### src/rtl/core/kpl_pkg.sv
// kpl_pkg: types, codes and reset constants shared by the keypad passcode lock
// used by kpl_ctrl, kpl_datapath, keypad_passcode_lock and kpl_checker
// no dependencies
package kpl_pkg;

  // field widths
  localparam int TONE_W  = 15;
  localparam int TIMER_W = 16;

  // lock modes, also the mode field code of a result word
  typedef enum logic [2:0] {
    MODE_LOCKED   = 3'd0,
    MODE_WARNING  = 3'd1,
    MODE_UNLOCKED = 3'd2,
    MODE_CHANGE   = 3'd3,
    MODE_CHFAIL   = 3'd4,
    MODE_CHOK     = 3'd5
  } mode_t;

  // configuration register indexes
  typedef enum logic [2:0] {
    REG_LOCKOUT       = 3'd0,
    REG_START_TONE    = 3'd1,
    REG_WARNING_TONE  = 3'd2,
    REG_UNLOCKED_TONE = 3'd3,
    REG_SUCCESS_TONE  = 3'd4
  } cfg_reg_t;

  // buzzer frequency selection
  typedef enum logic [1:0] {
    TONE_KEEP     = 2'd0,
    TONE_WARNING  = 2'd1,
    TONE_UNLOCKED = 2'd2,
    TONE_SUCCESS  = 2'd3
  } tone_sel_t;

  // mode timer operations
  typedef enum logic [1:0] {
    TIMER_HOLD    = 2'd0,
    TIMER_CLEAR   = 2'd1,
    TIMER_INC     = 2'd2,
    TIMER_RESTART = 2'd3
  } timer_op_t;

  // led codes
  localparam logic [1:0] LED_OFF  = 2'd0;
  localparam logic [1:0] LED_ON   = 2'd1;
  localparam logic [1:0] LED_SLOW = 2'd2;
  localparam logic [1:0] LED_FAST = 2'd3;

  // message codes
  localparam logic [2:0] MSG_ENTER    = 3'd0;
  localparam logic [2:0] MSG_WRONG    = 3'd1;
  localparam logic [2:0] MSG_UNLOCKED = 3'd2;
  localparam logic [2:0] MSG_SET_NEW  = 3'd3;
  localparam logic [2:0] MSG_CHFAIL   = 3'd4;
  localparam logic [2:0] MSG_CHOK     = 3'd5;

  // digit code that means no key; also marks an empty entry slot
  localparam logic [1:0] DIGIT_NONE = 2'd3;

  // register reset values
  localparam logic [TIMER_W-1:0] LOCKOUT_RESET       = 16'd1500;
  localparam logic [TONE_W-1:0]  START_TONE_RESET    = 15'd200;
  localparam logic [TONE_W-1:0]  WARNING_TONE_RESET  = 15'd50;
  localparam logic [TONE_W-1:0]  UNLOCKED_TONE_RESET = 15'd1000;
  localparam logic [TONE_W-1:0]  SUCCESS_TONE_RESET  = 15'd500;
  localparam int                 RESET_CODE_LEN      = 5;

  // factory code 1,2,0,1,1 then zeros
  function automatic logic [1:0] reset_digit(input int idx);
    logic [1:0] d;
    case (idx)
      0:       d = 2'd1;
      1:       d = 2'd2;
      3:       d = 2'd1;
      4:       d = 2'd1;
      default: d = 2'd0;
    endcase
    return d;
  endfunction

  // decoded key events of one tick
  typedef struct packed {
    logic       digit;
    logic [1:0] dval;
    logic       enter;
    logic       hold;
  } tick_t;

  // controller to datapath commands
  typedef struct packed {
    logic      entry_write;
    logic      entry_count_clr;
    logic      entry_clear_all;
    logic      new_write;
    logic      new_count_clr;
    logic      new_zero;
    logic      install;
    timer_op_t timer_op;
    tone_sel_t tone_sel;
  } dp_cmd_t;

  // datapath to controller status
  typedef struct packed {
    logic match;
    logic over;
    logic new_bad;
    logic timer_zero;
    logic timer_done;
  } dp_sts_t;

  // indicator outputs
  typedef struct packed {
    logic       buz;
    logic [1:0] red;
    logic [1:0] green;
    logic       blue;
    logic [2:0] message;
  } ind_t;

endpackage

### src/rtl/core/kpl_ctrl.sv
// kpl_ctrl: lock mode state machine and indicator registers
// depends on kpl_pkg; drives kpl_datapath through dp_cmd_t
module kpl_ctrl (
  input  logic            clk,
  input  logic            rst,
  input  logic            step,
  input  kpl_pkg::tick_t  tick,
  input  kpl_pkg::dp_sts_t sts,
  output kpl_pkg::dp_cmd_t cmd,
  output kpl_pkg::mode_t  mode_next,
  output kpl_pkg::ind_t   ind_next
);

  kpl_pkg::mode_t mode;
  kpl_pkg::ind_t  ind;

  // next mode
  always_comb begin
    mode_next = mode;
    if (step) begin
      case (mode)
        kpl_pkg::MODE_LOCKED: begin
          if (tick.hold) begin
            mode_next = kpl_pkg::MODE_CHANGE;
          end else if (tick.enter) begin
            mode_next = sts.match ? kpl_pkg::MODE_UNLOCKED : kpl_pkg::MODE_WARNING;
          end else if (sts.over) begin
            mode_next = kpl_pkg::MODE_WARNING;
          end
        end
        kpl_pkg::MODE_WARNING, kpl_pkg::MODE_CHFAIL: begin
          if (sts.timer_done) begin
            mode_next = kpl_pkg::MODE_LOCKED;
          end
        end
        kpl_pkg::MODE_UNLOCKED: begin
          if (tick.digit || tick.enter) begin
            mode_next = kpl_pkg::MODE_LOCKED;
          end
        end
        kpl_pkg::MODE_CHANGE: begin
          if (tick.enter) begin
            mode_next = sts.new_bad ? kpl_pkg::MODE_CHFAIL : kpl_pkg::MODE_CHOK;
          end
        end
        default: begin
          if (sts.timer_done) begin
            mode_next = kpl_pkg::MODE_LOCKED;
          end
        end
      endcase
    end
  end

  // commands and indicator updates, applied in key priority order
  always_comb begin
    cmd          = '0;
    cmd.timer_op = kpl_pkg::TIMER_HOLD;
    cmd.tone_sel = kpl_pkg::TONE_KEEP;
    ind_next     = ind;
    if (step) begin
      case (mode)
        kpl_pkg::MODE_LOCKED: begin
          cmd.timer_op    = kpl_pkg::TIMER_CLEAR;
          cmd.entry_write = tick.digit;
          ind_next.green  = kpl_pkg::LED_OFF;
          ind_next.red    = kpl_pkg::LED_ON;
          if (tick.enter) begin
            cmd.entry_count_clr = 1'b1;
            if (sts.match) begin
              cmd.tone_sel     = kpl_pkg::TONE_UNLOCKED;
              ind_next.buz     = 1'b1;
              ind_next.message = kpl_pkg::MSG_UNLOCKED;
              ind_next.green   = kpl_pkg::LED_SLOW;
            end else begin
              ind_next.buz     = 1'b1;
              ind_next.message = kpl_pkg::MSG_WRONG;
              ind_next.red     = kpl_pkg::LED_FAST;
            end
          end else if (sts.over) begin
            ind_next.buz     = 1'b1;
            ind_next.message = kpl_pkg::MSG_WRONG;
            ind_next.red     = kpl_pkg::LED_FAST;
          end
          // hold overrides entry, message and leds, not buzzer or tone
          if (tick.hold) begin
            cmd.entry_count_clr = 1'b1;
            cmd.new_count_clr   = 1'b1;
            cmd.entry_clear_all = 1'b1;
            ind_next.message    = kpl_pkg::MSG_SET_NEW;
            ind_next.red        = kpl_pkg::LED_SLOW;
            ind_next.green      = kpl_pkg::LED_SLOW;
          end
        end
        kpl_pkg::MODE_WARNING: begin
          cmd.entry_count_clr = 1'b1;
          cmd.entry_clear_all = sts.timer_zero;
          cmd.timer_op = sts.timer_done ? kpl_pkg::TIMER_RESTART : kpl_pkg::TIMER_INC;
          if (sts.timer_done) begin
            ind_next.red     = kpl_pkg::LED_OFF;
            ind_next.buz     = 1'b0;
            ind_next.message = kpl_pkg::MSG_ENTER;
          end
        end
        kpl_pkg::MODE_UNLOCKED: begin
          ind_next.red = kpl_pkg::LED_OFF;
          if (tick.digit || tick.enter) begin
            cmd.entry_clear_all = 1'b1;
            cmd.entry_count_clr = 1'b1;
            cmd.tone_sel        = kpl_pkg::TONE_WARNING;
            ind_next.buz        = 1'b0;
            ind_next.message    = kpl_pkg::MSG_ENTER;
            ind_next.green      = kpl_pkg::LED_OFF;
          end
        end
        kpl_pkg::MODE_CHANGE: begin
          cmd.new_write = tick.digit;
          if (tick.enter) begin
            ind_next.buz   = 1'b1;
            ind_next.green = kpl_pkg::LED_OFF;
            if (sts.new_bad) begin
              ind_next.message = kpl_pkg::MSG_CHFAIL;
              ind_next.red     = kpl_pkg::LED_FAST;
            end else begin
              cmd.tone_sel     = kpl_pkg::TONE_SUCCESS;
              ind_next.message = kpl_pkg::MSG_CHOK;
              ind_next.red     = kpl_pkg::LED_OFF;
              ind_next.blue    = 1'b1;
            end
          end
        end
        kpl_pkg::MODE_CHFAIL: begin
          cmd.entry_count_clr = 1'b1;
          cmd.new_count_clr   = 1'b1;
          cmd.new_zero        = sts.timer_zero;
          cmd.timer_op = sts.timer_done ? kpl_pkg::TIMER_RESTART : kpl_pkg::TIMER_INC;
          if (sts.timer_done) begin
            ind_next.red     = kpl_pkg::LED_OFF;
            ind_next.buz     = 1'b0;
            ind_next.message = kpl_pkg::MSG_ENTER;
          end
        end
        default: begin
          // change accepted: install the new code once the lockout runs out
          cmd.timer_op = kpl_pkg::TIMER_INC;
          if (sts.timer_done) begin
            cmd.install       = 1'b1;
            cmd.new_count_clr = 1'b1;
            cmd.tone_sel      = kpl_pkg::TONE_WARNING;
            ind_next.buz      = 1'b0;
            ind_next.message  = kpl_pkg::MSG_ENTER;
            ind_next.blue     = 1'b0;
          end
        end
      endcase
    end
  end

  // state and indicator registers
  always_ff @(posedge clk) begin
    if (rst) begin
      mode          <= kpl_pkg::MODE_LOCKED;
      ind.buz       <= 1'b0;
      ind.red       <= kpl_pkg::LED_ON;
      ind.green     <= kpl_pkg::LED_OFF;
      ind.blue      <= 1'b0;
      ind.message   <= kpl_pkg::MSG_ENTER;
    end else begin
      mode <= mode_next;
      ind  <= ind_next;
    end
  end

endmodule

### src/rtl/core/kpl_datapath.sv
// kpl_datapath: entry and new-code stores, stored code, mode timer, buzzer tone
// and configuration registers; depends on kpl_pkg, commanded by kpl_ctrl
module kpl_datapath #(
  parameter int MAX_DIGITS = 10
) (
  input  logic                        clk,
  input  logic                        rst,
  input  kpl_pkg::tick_t              tick,
  input  kpl_pkg::dp_cmd_t            cmd,
  output kpl_pkg::dp_sts_t            sts,
  output logic [kpl_pkg::TONE_W-1:0]  tone_next,
  input  logic                        cfg_valid,
  input  logic [2:0]                  cfg_index,
  input  logic [15:0]                 cfg_data
);

  // counts reach MAX_DIGITS+1, code length at most MAX_DIGITS
  localparam int CW = $clog2(MAX_DIGITS + 2);
  localparam int LW = $clog2(MAX_DIGITS + 1);
  localparam int CODE_LEN_RESET =
    (kpl_pkg::RESET_CODE_LEN < MAX_DIGITS) ? kpl_pkg::RESET_CODE_LEN : MAX_DIGITS;

  logic [1:0]                   entry_digits [MAX_DIGITS];
  logic [CW-1:0]                entry_count;
  logic [1:0]                   new_digits [MAX_DIGITS];
  logic [CW-1:0]                new_count;
  logic [1:0]                   stored_code [MAX_DIGITS];
  logic [LW-1:0]                code_length;
  logic [kpl_pkg::TIMER_W-1:0]  mode_timer;
  logic [kpl_pkg::TONE_W-1:0]   tone;
  logic [kpl_pkg::TIMER_W-1:0]  lockout_ticks;
  logic [kpl_pkg::TONE_W-1:0]   warning_tone;
  logic [kpl_pkg::TONE_W-1:0]   unlocked_tone;
  logic [kpl_pkg::TONE_W-1:0]   success_tone;

  logic          entry_inc;
  logic [CW-1:0] entry_after;
  logic          new_inc;
  logic [CW-1:0] new_after;
  logic          match;
  logic [1:0]    entry_view;

  // counts after this tick's digit, saturating one past the store depth
  assign entry_inc   = tick.digit && (entry_count <= CW'(MAX_DIGITS));
  assign entry_after = entry_count + CW'(entry_inc);
  assign new_inc     = tick.digit && (new_count <= CW'(MAX_DIGITS));
  assign new_after   = new_count + CW'(new_inc);

  // parallel compare of the code-length prefix, seeing this tick's digit
  always_comb begin
    match      = 1'b1;
    entry_view = kpl_pkg::DIGIT_NONE;
    for (int i = 0; i < MAX_DIGITS; i++) begin
      entry_view = (tick.digit && entry_count == CW'(i)) ? tick.dval : entry_digits[i];
      if (LW'(i) < code_length && entry_view != stored_code[i]) begin
        match = 1'b0;
      end
    end
  end

  // status to the controller
  assign sts.match      = match;
  assign sts.over       = entry_after > CW'(code_length);
  assign sts.new_bad    = (new_after == '0) || (new_after > CW'(MAX_DIGITS));
  assign sts.timer_zero = (mode_timer == '0);
  assign sts.timer_done = (mode_timer >= lockout_ticks);

  // buzzer tone selection
  always_comb begin
    case (cmd.tone_sel)
      kpl_pkg::TONE_WARNING:  tone_next = warning_tone;
      kpl_pkg::TONE_UNLOCKED: tone_next = unlocked_tone;
      kpl_pkg::TONE_SUCCESS:  tone_next = success_tone;
      default:                tone_next = tone;
    endcase
  end

  // entry store and count
  always_ff @(posedge clk) begin
    if (rst) begin
      entry_count <= '0;
      for (int i = 0; i < MAX_DIGITS; i++) begin
        entry_digits[i] <= kpl_pkg::DIGIT_NONE;
      end
    end else begin
      for (int i = 0; i < MAX_DIGITS; i++) begin
        if (cmd.entry_clear_all) begin
          entry_digits[i] <= kpl_pkg::DIGIT_NONE;
        end else if (cmd.entry_write && entry_count == CW'(i)) begin
          entry_digits[i] <= tick.dval;
        end
      end
      if (cmd.entry_count_clr) begin
        entry_count <= '0;
      end else if (cmd.entry_write) begin
        entry_count <= entry_after;
      end
    end
  end

  // new-code store and count
  always_ff @(posedge clk) begin
    if (rst) begin
      new_count <= '0;
      for (int i = 0; i < MAX_DIGITS; i++) begin
        new_digits[i] <= 2'd0;
      end
    end else begin
      for (int i = 0; i < MAX_DIGITS; i++) begin
        if (cmd.new_zero) begin
          new_digits[i] <= 2'd0;
        end else if (cmd.new_write && new_count == CW'(i)) begin
          new_digits[i] <= tick.dval;
        end
      end
      if (cmd.new_count_clr) begin
        new_count <= '0;
      end else if (cmd.new_write) begin
        new_count <= new_after;
      end
    end
  end

  // stored code; positions past the new length read zero after install
  always_ff @(posedge clk) begin
    if (rst) begin
      code_length <= LW'(CODE_LEN_RESET);
      for (int i = 0; i < MAX_DIGITS; i++) begin
        stored_code[i] <= kpl_pkg::reset_digit(i);
      end
    end else if (cmd.install) begin
      code_length <= new_count[LW-1:0];
      for (int i = 0; i < MAX_DIGITS; i++) begin
        stored_code[i] <= (CW'(i) < new_count) ? new_digits[i] : 2'd0;
      end
    end
  end

  // mode timer and buzzer tone
  always_ff @(posedge clk) begin
    if (rst) begin
      mode_timer <= '0;
      tone       <= kpl_pkg::START_TONE_RESET;
    end else begin
      tone <= tone_next;
      case (cmd.timer_op)
        kpl_pkg::TIMER_CLEAR:   mode_timer <= '0;
        kpl_pkg::TIMER_INC:     mode_timer <= mode_timer + kpl_pkg::TIMER_W'(1);
        kpl_pkg::TIMER_RESTART: mode_timer <= kpl_pkg::TIMER_W'(1);
        default:                mode_timer <= mode_timer;
      endcase
    end
  end

  // configuration registers; the start tone is the reset value of the tone
  always_ff @(posedge clk) begin
    if (rst) begin
      lockout_ticks <= kpl_pkg::LOCKOUT_RESET;
      warning_tone  <= kpl_pkg::WARNING_TONE_RESET;
      unlocked_tone <= kpl_pkg::UNLOCKED_TONE_RESET;
      success_tone  <= kpl_pkg::SUCCESS_TONE_RESET;
    end else if (cfg_valid) begin
      case (kpl_pkg::cfg_reg_t'(cfg_index))
        kpl_pkg::REG_LOCKOUT:       lockout_ticks <= cfg_data;
        kpl_pkg::REG_START_TONE:    ;
        kpl_pkg::REG_WARNING_TONE:  warning_tone  <= cfg_data[kpl_pkg::TONE_W-1:0];
        kpl_pkg::REG_UNLOCKED_TONE: unlocked_tone <= cfg_data[kpl_pkg::TONE_W-1:0];
        kpl_pkg::REG_SUCCESS_TONE:  success_tone  <= cfg_data[kpl_pkg::TONE_W-1:0];
        default:                    ;
      endcase
    end
  end

endmodule

### src/rtl/core/keypad_passcode_lock.sv
// keypad_passcode_lock: top level, tick stream in, status word stream out
// depends on kpl_pkg, kpl_ctrl and kpl_datapath
//
// One input word is one millisecond tick of key events; each accepted tick
// yields exactly one status word. A tick is decided in the cycle it is
// accepted (a ten-lane parallel compare of the entry against the stored code)
// and its status word sits in the output register from the next cycle on.
// The block takes one tick per clock: s_axis_tready is high whenever the
// output register is empty or is being drained in the same cycle, so the
// rate is set by the output handshake alone. Configuration writes are
// always accepted, cfg_ready being tied high; write them only while the
// block is idle. A write to the start tone register is taken but the
// buzzer frequency after reset is always its reset value.
module keypad_passcode_lock #(
  parameter int MAX_DIGITS = 10
) (
  input  logic        clk,
  input  logic        rst,
  input  logic        s_axis_tvalid,
  output logic        s_axis_tready,
  // [0] digit_pressed, [2:1] digit_value, [3] enter_pressed, [4] change_hold
  input  logic [7:0]  s_axis_tdata,
  output logic        m_axis_tvalid,
  input  logic        m_axis_tready,
  // [2:0] mode, [3] buzzer_on, [18:4] buzzer_hz, [20:19] red_led,
  // [22:21] green_led, [23] blue_led, [26:24] message
  output logic [31:0] m_axis_tdata,
  input  logic        cfg_valid,
  output logic        cfg_ready,
  input  logic [2:0]  cfg_index,
  input  logic [15:0] cfg_data
);

  logic                       step;
  kpl_pkg::tick_t             tick;
  kpl_pkg::dp_cmd_t           cmd;
  kpl_pkg::dp_sts_t           sts;
  kpl_pkg::mode_t             mode_next;
  kpl_pkg::ind_t              ind_next;
  logic [kpl_pkg::TONE_W-1:0] tone_next;

  // handshakes
  assign s_axis_tready = !m_axis_tvalid || m_axis_tready;
  assign step          = s_axis_tvalid && s_axis_tready;
  assign cfg_ready     = 1'b1;

  // key decode; digit code three counts as no key
  assign tick.digit = s_axis_tdata[0] && (s_axis_tdata[2:1] != kpl_pkg::DIGIT_NONE);
  assign tick.dval  = s_axis_tdata[2:1];
  assign tick.enter = s_axis_tdata[3];
  assign tick.hold  = s_axis_tdata[4];

  kpl_ctrl u_ctrl (
    .clk       (clk),
    .rst       (rst),
    .step      (step),
    .tick      (tick),
    .sts       (sts),
    .cmd       (cmd),
    .mode_next (mode_next),
    .ind_next  (ind_next)
  );

  kpl_datapath #(
    .MAX_DIGITS (MAX_DIGITS)
  ) u_dp (
    .clk       (clk),
    .rst       (rst),
    .tick      (tick),
    .cmd       (cmd),
    .sts       (sts),
    .tone_next (tone_next),
    .cfg_valid (cfg_valid && cfg_ready),
    .cfg_index (cfg_index),
    .cfg_data  (cfg_data)
  );

  // output word register
  always_ff @(posedge clk) begin
    if (rst) begin
      m_axis_tvalid <= 1'b0;
    end else if (step) begin
      m_axis_tvalid <= 1'b1;
    end else if (m_axis_tready) begin
      m_axis_tvalid <= 1'b0;
    end
  end

  always_ff @(posedge clk) begin
    if (step) begin
      m_axis_tdata <= {5'd0, ind_next.message, ind_next.blue, ind_next.green,
                       ind_next.red, tone_next, ind_next.buz, mode_next};
    end
  end

endmodule

### config.mk
export PLATFORM = sky130hd
export DESIGN_NAME = keypad_passcode_lock
export DESIGN_NICKNAME = d
export VERILOG_FILES = /design/src/rtl/core/kpl_pkg.sv /design/src/rtl/core/kpl_ctrl.sv /design/src/rtl/core/kpl_datapath.sv /design/src/rtl/core/keypad_passcode_lock.sv
export SDC_FILE = /design/constraint.sdc
export NUM_CORES = 1
export LEC_CHECK = 0
export ABC_AREA = 1
export ABC_CLOCK_PERIOD_IN_PS = 8950
export BUFFER_PORTS_ARGS = -buffer_cell sky130_fd_sc_hd__buf_2
export CAP_MARGIN = 10
export CORE_UTILIZATION = 40
export CTS_BUF_LIST = sky130_fd_sc_hd__clkbuf_2 sky130_fd_sc_hd__clkbuf_4 sky130_fd_sc_hd__clkbuf_8
export CTS_CLUSTER_DIAMETER = 40
export DETAILED_ROUTE_END_ITERATION = 16
export PLACE_DENSITY_LB_ADDON = 0.12
export SKIP_LAST_GASP = 1
export SYNTH_ARGS = -nofsm -noshare
export SYNTH_HDL_FRONTEND = slang
export SYNTH_SLANG_ARGS = --single-unit
### constraint.sdc
create_clock -name clk -period 8.95 [get_ports clk]
set_clock_uncertainty 0.2 [all_clocks]
set_input_delay 1.79 -clock clk [delete_from_list [all_inputs] [get_ports clk]]
set_output_delay 1.79 -clock clk [all_outputs]
set_load 0.01 [all_outputs]
==> metrics.md <==
| Metric | Value |
|---|---|
| Hold_sp | u_dp.unlocked_tone[7] |
| Post-Synth Adder-Cell Area | 3.165% |
| Largest net degree at the start of global routing | 81 |
| Final min period | 4757 ps |
| Synth Area in Compound Gates | 9.167% |
| Worst-path clk slew | 50 ps |
| Post-DR wirelength/cell | 14.31 um |
| Area grow syn2layout | 13.00% |
| Drt total wl | 24860 um |
| Critical path endpoint category | flip-flop |
| Post-synthesis cell type count | 43 |
| Post-Syn Area | 0.01028 mm2 |
| CTS root buf | clkbuf_8 |
| Post-synthesis mux area share | 0% |
| Drt first pass iters | 5 |
| Yosys top cell by area | edfxtp_1 |
| Drt initial violations | 497 |
| XOR/XNOR share of the synthesized area | 1.364% |
| Outcome | complete, no violations |
| Port buffer count | 57 |
| CTS hold repair buffers | 0 |
| Crit Path Category | input pin to flip-flop |
| RSZ-0062 raised after global routing | no |
| Core Region | 0.02518 mm2 |
| Num rows | 58 |
| Critical Path Start Type | input pin |
| Setup TNS | 0 ps |
| Tot Pwr | 2.151 mW |
| Detailed-route via count | 8528 |
| Final setup fails | 0 |
| Clk_lat worst skew | 540 ps |
| CTS tree | yes |
| CTS buffer count | 40 |
| Die Area | 0.02634 mm2 |
| Vias per inst | 4.907 |
| Slew @ Worst Pin | 920.8 ps |
| Largest family of logic cells by synthesized area | simple AND/OR/NAND/NOR gates |
| Leakage | 5.307 nW |
| R2r startpoint | u_dp.new_count[1] |
| Layout cells sized above 1 | 12.44% |
| R2r worst-path depth | 17 |
| Cell family with most CP delay | simple AND/OR/NAND/NOR gates |
| Synth top area share | 25.42% |
| Seq/Total Area, Yosys | 48.21% |
| Clock sink count | 204 |
| Fin area | 0.01161 mm2 |
| Avg Cell Area, Syn | 7.792 um2 |
| # IOs | 67 |
| Bufs and invs on worst path | 3 |
| Slew Limit Headroom | 38.47% |
| Post-CTS Setup Inserts | 0 |
| Capturing point of the worst reg2reg path | m_axis_tdata[16] |
| Hold path cells | 2 |
| Max cap viols | 0 |
| Worst-path fanout max | 40 |
| Number of synthesized register bits | 204 |
| Final Max Tran Viols | 0 |
| H-Tree Level Count | 2 |
| Critical path, cell by cell | buf_2 -> nand2_2 -> nand2_4 -> inv_2 -> nand2_1 -> nand2_1 -> nand2_1 -> nand2_1 -> nand2_1 -> nor2_1 -> nand2_1 -> nor2_1 -> nand3_1 -> nand2_2 -> nand4_4 -> o211ai_1 -> nand2_1 -> nand2_1 -> inv_1 |
| Arr. time, crit path | 4850 ps |
| Placer congestion estimate | 0.8943 |
| Die height | 162.3 um |
| Final period util | 53.15% |
| Synth area leaders | edfxtp_1 25%, dfxtp_1 23%, nand2_1 10%, nor2_1 6.8%, inv_1 6.4% |
| Gr usage total | 19.55% |
| Hold Path End | u_dp.unlocked_tone[7] |
| Worst vdd ir | 0.1207 mV |
| Worst setup path start | s_axis_tdata[2] |
| Multi-input gate area in the final layout | 0.004373 mm2 |
| Syn Inst Count | 1319 |
| Max Clk Rate | 0.2102 GHz |
| Synth Area in Simple Gates | 28.63% |
| Antenna violations before repair | 2 |
| Seq. cell area | 0.004955 mm2 |
| Remaining antenna violation count after routing | 0 |
| Req. time, crit path | 9040 ps |
| Pwr Density | 185.2 mW/mm2 |
| Final #Nets | 1434 |
| Slowest-stage cell, CP | nand4_4 |
| EDFF count, synth | 87 |
| Die span in x | 162.3 um |
| Fillers | 2554 |
| DR DRC count | 0 |
| Synth Flop Type | dfxtp_1 |
| Total grt overflow | 0 |
| First-pass GRT wire length | 41040 um |
| Post-DP HPWL | 17160 um |
| Placement Cell Area | 0.01078 mm2 |
| Vias in the first global route | 8203 |
| Reg2Reg Setup Slack | 4990 ps |
| Max clock buf depth | 3 |
| Critical path's most frequent cell | nand2_1 |
| Slowest stage delay, CP | 550 ps |
| Starting Density | 40.81% |
| Final Hold Vio Count | 0 |
| CTS resizes | 0 |
| Hold WC Path Type | flip-flop to flip-flop |
| Async set-or-reset flop fraction in the synthesized netlist | 0% |
| Ys Warns | 0 |
[power breakdown]
part	leakage, nW	switching [mW]	internal (mW)
clock	0.425	0.414	0.560
sequential	1.75	0.0121	1.00
combinational	3.13	0.116	0.0458
total	5.31	0.542	1.61
[worst reg2reg max path, stage by stage (launching register included)]
cell	delay, ps
dfxtp_1	630
nand2_1	180
nand2_1	100
a21oi_1	70
ha_1	210
ha_1	200
or2_2	310
nand2_1	90
o31ai_1	70
o21ai_0	140
nand2_1	170
nor2_2	360
inv_1	300
buf_4	320
o211ai_1	130
nand2_1	80
nand2_1	110
inv_1	60
[worst max path at each step]
stage,end,slack (ps),depth (start not counted)
floorplan,m_axis_tdata[9],4600,18
global placement,m_axis_tdata[16],3630,19
detailed placement,m_axis_tdata[16],3600,19
CTS,m_axis_tdata[16],4180,18
global route,m_axis_tdata[16],3820,19
finish,m_axis_tdata[16],4190,19
[kinds of logic (layout without fill, tap and decap cells)]
kind of cell | count (synthesis) | after routing
AND/OR/NAND/NOR | 664 | 664
buffers and inverters | 238 | 322
flip-flops | 204 | 204
AO/OA/AOI/OAI | 169 | 169
adder cells (fa/ha/maj) | 26 | 26
XOR/XNOR | 16 | 16
other | 2 | 7
[cell usage after synthesis (2+ instances only)]
cell type	number
o21ai_0	76
nand2_4	2
nand2_1	278
nor3b_1	6
clkbuf_1	33
inv_1	174
nand4_1	37
inv_2	9
nor3_1	7
buf_6	5
buf_4	6
a21oi_1	52
buf_2	9
a21boi_1	3
nor4_1	2
edfxtp_1	87
dfxtp_1	117
conb_1	2
or2_2	2
xnor2_1	3
nand2_2	8
o211ai_1	18
nor3_2	2
nor2_2	14
nand3_2	9
nand3b_1	6
a31oi_1	4
a211oi_1	7
nor2_1	187
nand3_1	100
xor2_1	13
ha_1	26
a22oi_1	5
[cell type report]
class / count / share of cell area (%)
antenna: 1 / 0.02155
clock buffer: 44 / 4.999
clock inverter: 29 / 2.187
inverter: 184 / 5.947
multi-input combinational: 881 / 37.65
sequential: 204 / 42.66
tap: 330 / 3.555
timing repair buffer: 65 / 2.974
[cells in the final DEF (no fill, tap or decap), drive strengths merged, types with 2 or more instances in the layout]
cell	synthesis	final
dfxtp	117	117
conb	2	6
clkinv	1	20
a22oi	5	5
nor2	202	202
xor2	13	13
clkinvlp	0	3
inv	183	186
ha	26	26
nor3b	6	6
a21oi	52	52
a211oi	7	7
clkbuf	33	44
nor4	2	2
edfxtp	87	87
buf	21	65
a21boi	3	3
nand3b	6	6
nand2	288	288
or2	2	2
o21ai	77	77
o211ai	18	18
a31oi	4	4
nand4	38	38
nor3	9	9
xnor2	3	3
bufinv	0	4
nand3	109	109
[layer usage]
layer | part of all wire [%] | global-route usage (%) | vias to the layer above
li1 | - | - | 4418
met5 | 0.040 | 0 | -
met4 | 2.9 | 7.204 | 2
met1 | 46 | 24.21 | 3902
met3 | 4.0 | 3.550 | 65
met2 | 48 | 33.72 | 141
[per-stage QoR]
step	hold WS [ps]	std cells	setup slack, ps	util (%)
after floorplan	229.1	1323	4599	-
after CTS	253.7	1737	4182	46.11
after global placement	239.6	1664	3626	42.80
after global routing	278.0	1737	3817	46.11
after detailed placement	242.7	1664	3601	42.80
final	253.6	1738	4193	46.12
[flip-flops by register name, summed over array words and instances, names as in the netlist]
signal,cells
m_axis_tdata,27
m_axis_tvalid,1
u_ctrl.ind,9
u_ctrl.mode,3
u_dp.code_length,4
u_dp.entry_count,4
u_dp.entry_digits,20
u_dp.lockout_ticks,16
u_dp.mode_timer,16
u_dp.new_count,4
u_dp.new_digits,20
u_dp.stored_code,20
u_dp.success_tone,15
u_dp.tone,15
u_dp.unlocked_tone,15
u_dp.warning_tone,15
Note: power is estimated with default switching activity, not from simulation.
